==> src/rtl/mcipi_pkg.sv <==
`timescale 1ns / 1ps
package mcipi_pkg;

	localparam int CH_W       = 2;
	localparam int SPEED_W    = 16;
	localparam int ERR_W      = SPEED_W + 1;
	localparam int DERR_W     = ERR_W + 1;
	localparam int GAIN_W     = 22;
	localparam int DZ_W       = 15;
	localparam int LIM_W      = 15;
	localparam int LEAK_W     = 9;
	localparam int ACC_W      = 32;
	localparam int ACC_FRAC   = 16;
	localparam int LEAK_FRAC  = 8;
	localparam int PROD_SHIFT = 4;
	localparam int PP_W       = GAIN_W + 1 + DERR_W;
	localparam int PI_W       = GAIN_W + 1 + ERR_W;
	localparam int PL_W       = ACC_W + LEAK_W + 1;
	localparam int SUM_W      = 38;
	localparam int HI_W       = SUM_W - ACC_FRAC;
	localparam int DRV_W      = 16;
	localparam int CFG_W      = 22;
	localparam int CFG_IDX_W  = 3;

	localparam logic [CFG_IDX_W-1:0] REG_KP   = 3'd0;
	localparam logic [CFG_IDX_W-1:0] REG_KI   = 3'd1;
	localparam logic [CFG_IDX_W-1:0] REG_DZ   = 3'd2;
	localparam logic [CFG_IDX_W-1:0] REG_LIM  = 3'd3;
	localparam logic [CFG_IDX_W-1:0] REG_LEAK = 3'd4;

	localparam logic [GAIN_W-1:0] KP_RESET   = 22'd1737216;
	localparam logic [GAIN_W-1:0] KI_RESET   = 22'd45824;
	localparam logic [DZ_W-1:0]   DZ_RESET   = 15'd82;
	localparam logic [LIM_W-1:0]  LIM_RESET  = 15'd16700;
	localparam logic [LEAK_W-1:0] LEAK_RESET = 9'd205;

	typedef struct packed {
		logic [CH_W-1:0]           motor_index;
		logic signed [SPEED_W-1:0] measured_speed;
		logic signed [SPEED_W-1:0] target_speed;
	} sample_t;

	typedef struct packed {
		logic [CH_W-1:0]         channel;
		logic signed [DRV_W-1:0] pwm_drive;
	} drive_t;

	typedef struct packed {
		logic signed [ACC_W-1:0] acc;
		logic signed [ERR_W-1:0] prev_err;
	} chan_state_t;

	typedef struct packed {
		logic [GAIN_W-1:0] kp;
		logic [GAIN_W-1:0] ki;
		logic [DZ_W-1:0]   dz;
		logic [LIM_W-1:0]  lim;
		logic [LEAK_W-1:0] leak;
	} cfg_t;

	typedef struct packed {
		logic ld1;
		logic ld2;
		logic ld3;
	} pipe_en_t;

	typedef struct packed {
		logic [CH_W-1:0]         ch;
		logic                    rng;
		chan_state_t             st;
		logic signed [DRV_W-1:0] drive;
	} result_t;

endpackage

==> src/rtl/mcipi_state_mem.sv <==
`timescale 1ns / 1ps
module mcipi_state_mem #(
	parameter int NUM_CHANNELS = 4,
	parameter int AW = 2
) (
	input  logic                   clk,
	input  logic                   arst_n,
	input  logic                   rd_en,
	input  logic [AW-1:0]          rd_addr,
	output mcipi_pkg::chan_state_t rd_data,
	input  logic                   wr_en,
	input  logic [AW-1:0]          wr_addr,
	input  mcipi_pkg::chan_state_t wr_data
);
	import mcipi_pkg::*;

	chan_state_t mem [NUM_CHANNELS];
	chan_state_t rd_raw_q;
	logic        rd_vld_q;
	logic [NUM_CHANNELS-1:0] written_q;

	always_ff @(posedge clk) begin
		if (wr_en) begin
			mem[wr_addr] <= wr_data;
		end
		if (rd_en) begin
			rd_raw_q <= mem[rd_addr];
		end
	end

	// an entry never written since reset reads as zero state
	always_ff @(posedge clk or negedge arst_n) begin
		if (!arst_n) begin
			written_q <= '0;
			rd_vld_q  <= 1'b0;
		end else begin
			if (wr_en) begin
				written_q[wr_addr] <= 1'b1;
			end
			if (rd_en) begin
				rd_vld_q <= written_q[rd_addr];
			end
		end
	end

	assign rd_data = rd_vld_q ? rd_raw_q : '0;

endmodule

==> src/rtl/mcipi_datapath.sv <==
`timescale 1ns / 1ps
module mcipi_datapath (
	input  logic                              clk,
	input  mcipi_pkg::pipe_en_t               en,
	input  mcipi_pkg::sample_t                smp,
	input  logic                              smp_rng,
	input  mcipi_pkg::chan_state_t            rd_st,
	input  mcipi_pkg::cfg_t                   cfg,
	output logic [2:0][mcipi_pkg::CH_W-1:0]   stage_ch,
	output mcipi_pkg::result_t                res
);
	import mcipi_pkg::*;

	localparam logic signed [PL_W-1:0] LEAK_RND = PL_W'((1 << LEAK_FRAC) - 1);

	// stage 1: error, state read data arrives
	logic [CH_W-1:0]          ch_s1;
	logic                     rng_s1;
	logic                     tz_s1;
	logic signed [ERR_W-1:0]  err_s1;
	logic signed [ERR_W-1:0]  err_in;
	logic signed [DERR_W-1:0] derr;
	logic [ERR_W-1:0]         mag;
	logic                     dz_hit;
	logic signed [PP_W-1:0]   prod_p;
	logic signed [PI_W-1:0]   prod_i;
	logic signed [PL_W-1:0]   prod_l;

	// stage 2: products
	logic [CH_W-1:0]          ch_s2;
	logic                     rng_s2;
	logic                     dz_s2;
	logic                     leak_s2;
	logic signed [ERR_W-1:0]  err_s2;
	logic signed [ACC_W-1:0]  acc_s2;
	logic signed [PP_W-1:0]   prod_p_s2;
	logic signed [PI_W-1:0]   prod_i_s2;
	logic signed [PL_W-1:0]   prod_l_s2;
	logic signed [SUM_W-1:0]  p_term;
	logic signed [SUM_W-1:0]  i_term;
	logic signed [PL_W-1:0]   leak_rnd;
	logic signed [SUM_W-1:0]  base;
	logic signed [SUM_W-1:0]  sum;

	// stage 3: saturation
	logic [CH_W-1:0]          ch_s3;
	logic                     rng_s3;
	logic signed [ERR_W-1:0]  err_s3;
	logic signed [SUM_W-1:0]  sum_s3;
	logic signed [SUM_W-1:0]  lim_full;
	logic signed [SUM_W-1:0]  acc_new;
	logic                     rnd_up;
	logic signed [HI_W-1:0]   hi_trunc;
	logic signed [HI_W-1:0]   lim_d;
	logic signed [HI_W-1:0]   drv_sel;

	assign err_in = ERR_W'(smp.target_speed) - ERR_W'(smp.measured_speed);

	always_ff @(posedge clk) begin
		if (en.ld1) begin
			ch_s1  <= smp.motor_index;
			rng_s1 <= smp_rng;
			tz_s1  <= (smp.target_speed == '0);
			err_s1 <= err_in;
		end
	end

	always_comb begin
		derr   = DERR_W'(err_s1) - DERR_W'(rd_st.prev_err);
		mag    = err_s1[ERR_W-1] ? ERR_W'(-err_s1) : ERR_W'(err_s1);
		dz_hit = mag < ERR_W'(cfg.dz);
		prod_p = PP_W'($signed({1'b0, cfg.kp})) * PP_W'(derr);
		prod_i = PI_W'($signed({1'b0, cfg.ki})) * PI_W'(err_s1);
		prod_l = PL_W'(rd_st.acc) * PL_W'($signed({1'b0, cfg.leak}));
	end

	always_ff @(posedge clk) begin
		if (en.ld2) begin
			ch_s2     <= ch_s1;
			rng_s2    <= rng_s1;
			dz_s2     <= dz_hit;
			leak_s2   <= dz_hit && tz_s1;
			err_s2    <= err_s1;
			acc_s2    <= rd_st.acc;
			prod_p_s2 <= prod_p;
			prod_i_s2 <= prod_i;
			prod_l_s2 <= prod_l;
		end
	end

	always_comb begin
		p_term   = SUM_W'(prod_p_s2 >>> PROD_SHIFT);
		i_term   = dz_s2 ? '0 : SUM_W'(prod_i_s2 >>> PROD_SHIFT);
		// leak divides toward zero: bias negative products before the shift
		leak_rnd = prod_l_s2 + (prod_l_s2[PL_W-1] ? LEAK_RND : '0);
		base     = leak_s2 ? SUM_W'(leak_rnd >>> LEAK_FRAC) : SUM_W'(acc_s2);
		sum      = base + p_term + i_term;
	end

	always_ff @(posedge clk) begin
		if (en.ld3) begin
			ch_s3  <= ch_s2;
			rng_s3 <= rng_s2;
			err_s3 <= err_s2;
			sum_s3 <= sum;
		end
	end

	always_comb begin
		lim_full = $signed(SUM_W'({cfg.lim, {ACC_FRAC{1'b0}}}));
		priority if (sum_s3 > lim_full) begin
			acc_new = lim_full;
		end else if (sum_s3 < -lim_full) begin
			acc_new = -lim_full;
		end else begin
			acc_new = sum_s3;
		end
		// limits are whole units, so truncate first and clamp the integer part
		rnd_up   = sum_s3[SUM_W-1] && (|sum_s3[ACC_FRAC-1:0]);
		hi_trunc = $signed(sum_s3[SUM_W-1:ACC_FRAC]) + $signed(HI_W'(rnd_up));
		lim_d    = $signed(HI_W'(cfg.lim));
		priority if (hi_trunc > lim_d) begin
			drv_sel = lim_d;
		end else if (hi_trunc < -lim_d) begin
			drv_sel = -lim_d;
		end else begin
			drv_sel = hi_trunc;
		end
	end

	assign res.ch          = ch_s3;
	assign res.rng         = rng_s3;
	assign res.st.acc      = ACC_W'(acc_new);
	assign res.st.prev_err = err_s3;
	assign res.drive       = rng_s3 ? DRV_W'(drv_sel) : '0;

	assign stage_ch = {ch_s3, ch_s2, ch_s1};

endmodule

==> src/rtl/multi_channel_incremental_pi.sv <==
`timescale 1ns / 1ps
// path: an accepted sample passes stages 1, 2 and 3, then the output register
// throughput: one sample per cycle unless drive_stall holds the output; a sample
// waits while its channel still sits in one of the three read-modify-write stages
// reset: gains, limits, dead zone and leak return to defaults, every channel reads
// as zero state at once through per-channel written flags, no clearing pass
module multi_channel_incremental_pi #(
	parameter int NUM_CHANNELS = 4
) (
	input  logic                            clk,
	input  logic                            arst_n,
	input  logic                            cfg_write,
	input  logic [mcipi_pkg::CFG_IDX_W-1:0] cfg_index,
	input  logic [mcipi_pkg::CFG_W-1:0]     cfg_data,
	input  logic                            sample_valid,
	output logic                            sample_stall,
	input  mcipi_pkg::sample_t              sample,
	output logic                            drive_valid,
	input  logic                            drive_stall,
	output mcipi_pkg::drive_t               drive
);
	import mcipi_pkg::*;

	localparam int AW = (NUM_CHANNELS > 1) ? $clog2(NUM_CHANNELS) : 1;

	cfg_t        cfg_q;
	pipe_en_t    en;
	chan_state_t rd_st;
	result_t     res;
	drive_t      drive_s4;
	logic [2:0][CH_W-1:0] stage_ch;

	logic vld_s1, vld_s2, vld_s3, vld_s4;
	logic rdy1, rdy2, rdy3, rdy4;
	logic ld4;
	logic in_rng;
	logic hazard;
	logic accept;

	always_ff @(posedge clk or negedge arst_n) begin
		if (!arst_n) begin
			cfg_q.kp   <= KP_RESET;
			cfg_q.ki   <= KI_RESET;
			cfg_q.dz   <= DZ_RESET;
			cfg_q.lim  <= LIM_RESET;
			cfg_q.leak <= LEAK_RESET;
		end else if (cfg_write) begin
			unique case (cfg_index)
				REG_KP:   cfg_q.kp   <= cfg_data;
				REG_KI:   cfg_q.ki   <= cfg_data;
				REG_DZ:   cfg_q.dz   <= cfg_data[DZ_W-1:0];
				REG_LIM:  cfg_q.lim  <= cfg_data[LIM_W-1:0];
				REG_LEAK: cfg_q.leak <= cfg_data[LEAK_W-1:0];
				default: ;
			endcase
		end
	end

	assign in_rng = 32'(sample.motor_index) < NUM_CHANNELS;

	// a channel still in flight has not written its state back yet
	assign hazard = in_rng && (
		(vld_s1 && stage_ch[0] == sample.motor_index) ||
		(vld_s2 && stage_ch[1] == sample.motor_index) ||
		(vld_s3 && stage_ch[2] == sample.motor_index));

	assign rdy4 = !vld_s4 || !drive_stall;
	assign rdy3 = !vld_s3 || rdy4;
	assign rdy2 = !vld_s2 || rdy3;
	assign rdy1 = !vld_s1 || rdy2;

	assign accept       = sample_valid && rdy1 && !hazard;
	assign sample_stall = !rdy1 || hazard;

	assign en.ld1 = accept;
	assign en.ld2 = vld_s1 && rdy2;
	assign en.ld3 = vld_s2 && rdy3;
	assign ld4    = vld_s3 && rdy4;

	always_ff @(posedge clk or negedge arst_n) begin
		if (!arst_n) begin
			vld_s1 <= 1'b0;
			vld_s2 <= 1'b0;
			vld_s3 <= 1'b0;
			vld_s4 <= 1'b0;
		end else begin
			if (rdy1) begin
				vld_s1 <= accept;
			end
			if (rdy2) begin
				vld_s2 <= vld_s1;
			end
			if (rdy3) begin
				vld_s3 <= vld_s2;
			end
			if (rdy4) begin
				vld_s4 <= vld_s3;
			end
		end
	end

	always_ff @(posedge clk) begin
		if (ld4) begin
			drive_s4.channel   <= res.ch;
			drive_s4.pwm_drive <= res.drive;
		end
	end

	assign drive_valid = vld_s4;
	assign drive       = drive_s4;

	mcipi_state_mem #(
		.NUM_CHANNELS(NUM_CHANNELS),
		.AW(AW)
	) u_state_mem (
		.clk     (clk),
		.arst_n  (arst_n),
		.rd_en   (accept && in_rng),
		.rd_addr (AW'(sample.motor_index)),
		.rd_data (rd_st),
		.wr_en   (ld4 && res.rng),
		.wr_addr (AW'(res.ch)),
		.wr_data (res.st)
	);

	mcipi_datapath u_datapath (
		.clk      (clk),
		.en       (en),
		.smp      (sample),
		.smp_rng  (in_rng),
		.rd_st    (rd_st),
		.cfg      (cfg_q),
		.stage_ch (stage_ch),
		.res      (res)
	);

endmodule
==> config.mk <==
export PLATFORM = sky130hd
export DESIGN_NAME = multi_channel_incremental_pi
export DESIGN_NICKNAME = d
export VERILOG_FILES = /design/src/rtl/mcipi_pkg.sv /design/src/rtl/mcipi_state_mem.sv /design/src/rtl/mcipi_datapath.sv /design/src/rtl/multi_channel_incremental_pi.sv
export SDC_FILE = /design/constraint.sdc
export NUM_CORES = 2
export LEC_CHECK = 0
export BUFFER_PORTS_ARGS = -buffer_cell sky130_fd_sc_hd__buf_2
export CORE_MARGIN = 2
export CORE_UTILIZATION = 40
export DETAILED_ROUTE_END_ITERATION = 16
export GPL_ROUTABILITY_DRIVEN = 0
export HOLD_SLACK_MARGIN = 0.15
export PLACE_DENSITY_LB_ADDON = 0.15
export SYNTH_ARGS = -nofsm -noshare
export SYNTH_HDL_FRONTEND = slang
export SYNTH_HIERARCHICAL = 1
export SYNTH_SLANG_ARGS = --single-unit
export TNS_END_PERCENT = 1
==> constraint.sdc <==
create_clock -name clk -period 9.1 [get_ports clk]
set_input_delay 1.365 -clock clk [delete_from_list [all_inputs] [get_ports clk]]
set_output_delay 1.365 -clock clk [all_outputs]
set_load 0.01 [all_outputs]
==> flow_metrics.tcl <==
set metrics [dict create \
    hpwl_um 143800 \
    root_buffer "clkbuf_16" \
    grt_overflow_total 0 \
    syn-num-nets 7773 \
    grt_pass1_vias 46939 \
    ys_warn_count 6 \
    grt_use_total 0.2314 \
    hold_buffers 0 \
    hold_start "u_datapath/err_s2[13]$_DFFE_PP_" \
    yosysUniqueCellTypes 92 \
    holdPathEnd "u_datapath/err_s3[13]$_DFFE_PP_" \
    hold_class "flip-flop to flip-flop" \
    final_cell_mix "1175 x inv_1, 891 x fa_1, 676 x nand2_1" \
    rrSetupSlack_ps 280 \
    synth_top_area_frac 0.2725 \
    first_pass_iters 5 \
    avgSynthCellArea_um2 10.44 \
    setup_viol 0 \
    cp_common_cell "fa_1" \
    whs_path_depth 0 \
    path_clk_slew_ps 60 \
    cts_max_path_buffers 3 \
    avgViaCountPerCell 5.201 \
    cts_tree "done" \
    io_pins 84 \
    cp-start-kind "flip-flop" \
    worst_slew_pin_slew_ps 1195 \
    cp_slowest_cell "fa_1" \
    slowest_delay_ps 540 \
    drt-total-wl_um 189300 \
    dieWidth_um 409.0 \
    grt_pass1_wl_um 292000 \
    skew_ps 42.61 \
    io_buffers 83 \
    grt_max_degree 71 \
    vias 44543 \
    worstPathArrival_ps 9190 \
    finalCriticalPeriod_ps 8817 \
    reg2reg_to "u_datapath/prod_p_s2[35]$_DFFE_PP_" \
    clk-insertion-delay-late_ps 660 \
    cp.required_ps 9470 \
    clkSinkCount 603 \
    r2r_cells 32 \
    coreArea_mm2 0.1628 \
    hold_slack_ps 416.4 \
    syn2layout_area_growth_pct 8.894 \
    drive_gt1_frac 0.09188 \
    final_common_cell "inv_1" \
    nets 7820 \
    path_class "flip-flop to flip-flop" \
    synth-seq-area-share 0.2694 \
    report.final.slew_viol_count 0 \
    worstPathMaxFanout 7 \
    rr_startpoint "u_state_mem/rd_vld_q$_DFFE_PN0P_" \
    start_util 0.4031 \
    cap_violations 0 \
    ant_nets 0 \
    synth_edf_count 511 \
    synth_top_cell_by_area "fa_1" \
    numCtsBuffers 71 \
    cp-end-kind "flip-flop" \
    first_iter_violations 3139 \
    drcViolationCount 0 \
    rsz0062_at_grt "true" \
    finalCritPeriodShare 0.9689 \
    ys_top_cells_by_area "fa_1 27%, edfxtp_1 23%, ha_1 10%" \
    ys_ff_latch 603 \
    post_drt_wl_per_cell_um 22.11 \
    fmax_ghz 0.1134 \
    grt_antenna_before_repair 18 \
    syn_area_mm2 0.06561 \
    relSlewSlack 0.1994 \
    rows 148 \
    die_h_um 409.0 \
    async_flop_share 0.1526 \
    hold_viol 0 \
    die-area_mm2 0.1673 \
    syn_inst 6287 \
    outcome "finished, final reports clean" \
    htreeDepth 3 \
    synth-main-ff-cell "edfxtp_1" \
]
==> registers in the layout, indices dropped and copies added (netlist names), 2 cells and up <==
signal and flops:
u_state_mem/mem 196, drive 18, u_datapath/prod_i_s2 36, u_datapath/err_s2 17
u_datapath/acc_s2 32, u_datapath/ch_s3 2, u_datapath/err_s3 17, u_datapath/prod_p_s2 37
u_datapath/ch_s2 2, u_datapath/sum_s3 38, u_state_mem/written_q 4, u_state_mem/rd_raw_q 49
u_datapath/prod_l_s2 42, u_datapath/ch_s1 2, cfg_q 83, u_datapath/err_s1 17
==> final cells by class <==
cell class,count,area (um^2)
clock inverter,33,415.4
inverter,1176,4414
timing repair buffer,208,1400
multi-input combinational,4274,42850
tap,2175,2721
clock buffer,95,1969
sequential,603,17680
antenna,1,2.502
fill,15597,91320
==> cell families after synthesis <==
family / count (synthesis) / share of synthesized area
compound gates: 630 / 0.06159
xor+xnor: 243 / 0.03244
fa+ha+maj: 1422 / 0.3733
buf+inv: 1411 / 0.08362
flops: 603 / 0.2694
mux: 174 / 0.03993
other cells: 1 / 0.00005715
simple gates: 1803 / 0.1396
==> cells in the mapped netlist, drive strengths merged, types with 68 or more instances <==
cell,n
inv,1176
fa,893
nand2,678
ha,529
and2,521
edfxtp,511
clkbuf,201
xnor2,188
nor2,183
a21oi,168
o21ai,147
nand2b,101
a21o,94
mux2,92
nand3,90
dfrtp,68
==> routing by layer <==
metal | global-route usage | up-vias | share of wire
met2 | 0.3767 | 1089 | 0.47
met5 | 0 | - | 0
met4 | 0.05357 | 0 | 0.023
li1 | - | 20183 | -
met3 | 0.02813 | 183 | 0.051
met1 | 0.3297 | 23088 | 0.46
==> metrics by stage <==
stage	util	setup slack, ps	instance area (um^2)	setup TNS (ps)	std cells
6_report	0.4389	282.7	71450	0	8565
5_1_grt	0.4389	-67.13	71440	-255.5	8564
4_1_cts	0.4368	6.369	71100	0	8551
3_5_place_dp	0.4221	-18.97	68700	-41.83	8423
3_3_place_gp	0.4221	-51.85	68700	-106.4	8423
2_1_floorplan	-	285.6	65610	0	6287
==> worst max-delay path, delay by kind of cell (launching register included) <==
| kind | cells | cell delay (ps) |
|---|---|---|
| compound gates | 16 | 3220 |
| xor+xnor | 1 | 140 |
| fa+ha+maj | 8 | 3680 |
| buf+inv | 4 | 450 |
| flops | 1 | 420 |
| simple gates | 3 | 610 |
==> worst max-delay path by stage <==
stage                     slack, ps                            endpoint                              from  depth (start not counted)
after floorplan                 290  u_datapath/prod_p_s2[39]$_DFFE_PP_  u_state_mem/rd_vld_q$_DFFE_PN0P_                         36
after global placement          -50  u_datapath/prod_p_s2[39]$_DFFE_PP_  u_state_mem/rd_vld_q$_DFFE_PN0P_                         35
after detailed placement        -20  u_datapath/prod_p_s2[39]$_DFFE_PP_  u_state_mem/rd_vld_q$_DFFE_PN0P_                         35
after CTS                         6  u_datapath/prod_p_s2[35]$_DFFE_PP_  u_state_mem/rd_vld_q$_DFFE_PN0P_                         34
after global routing            -70  u_datapath/prod_p_s2[22]$_DFFE_PP_  u_state_mem/rd_vld_q$_DFFE_PN0P_                         38
final                           280  u_datapath/prod_p_s2[35]$_DFFE_PP_  u_state_mem/rd_vld_q$_DFFE_PN0P_                         32
==> timing repair <==
| item | 4_1_cts | 5_1_grt |
|---|---|---|
| cloned | 0 | 1 |
| pin swaps | 0 | 22 |
| resized for setup | 3 | 45 |
| setup buffers | 0 | 12 |
| endpoints found under the setup margin | 3 | 14 |
Power is left out: the tool's default activity adds up to more than one toggle a clock period on the data nets, which glitch-free logic cannot reach.
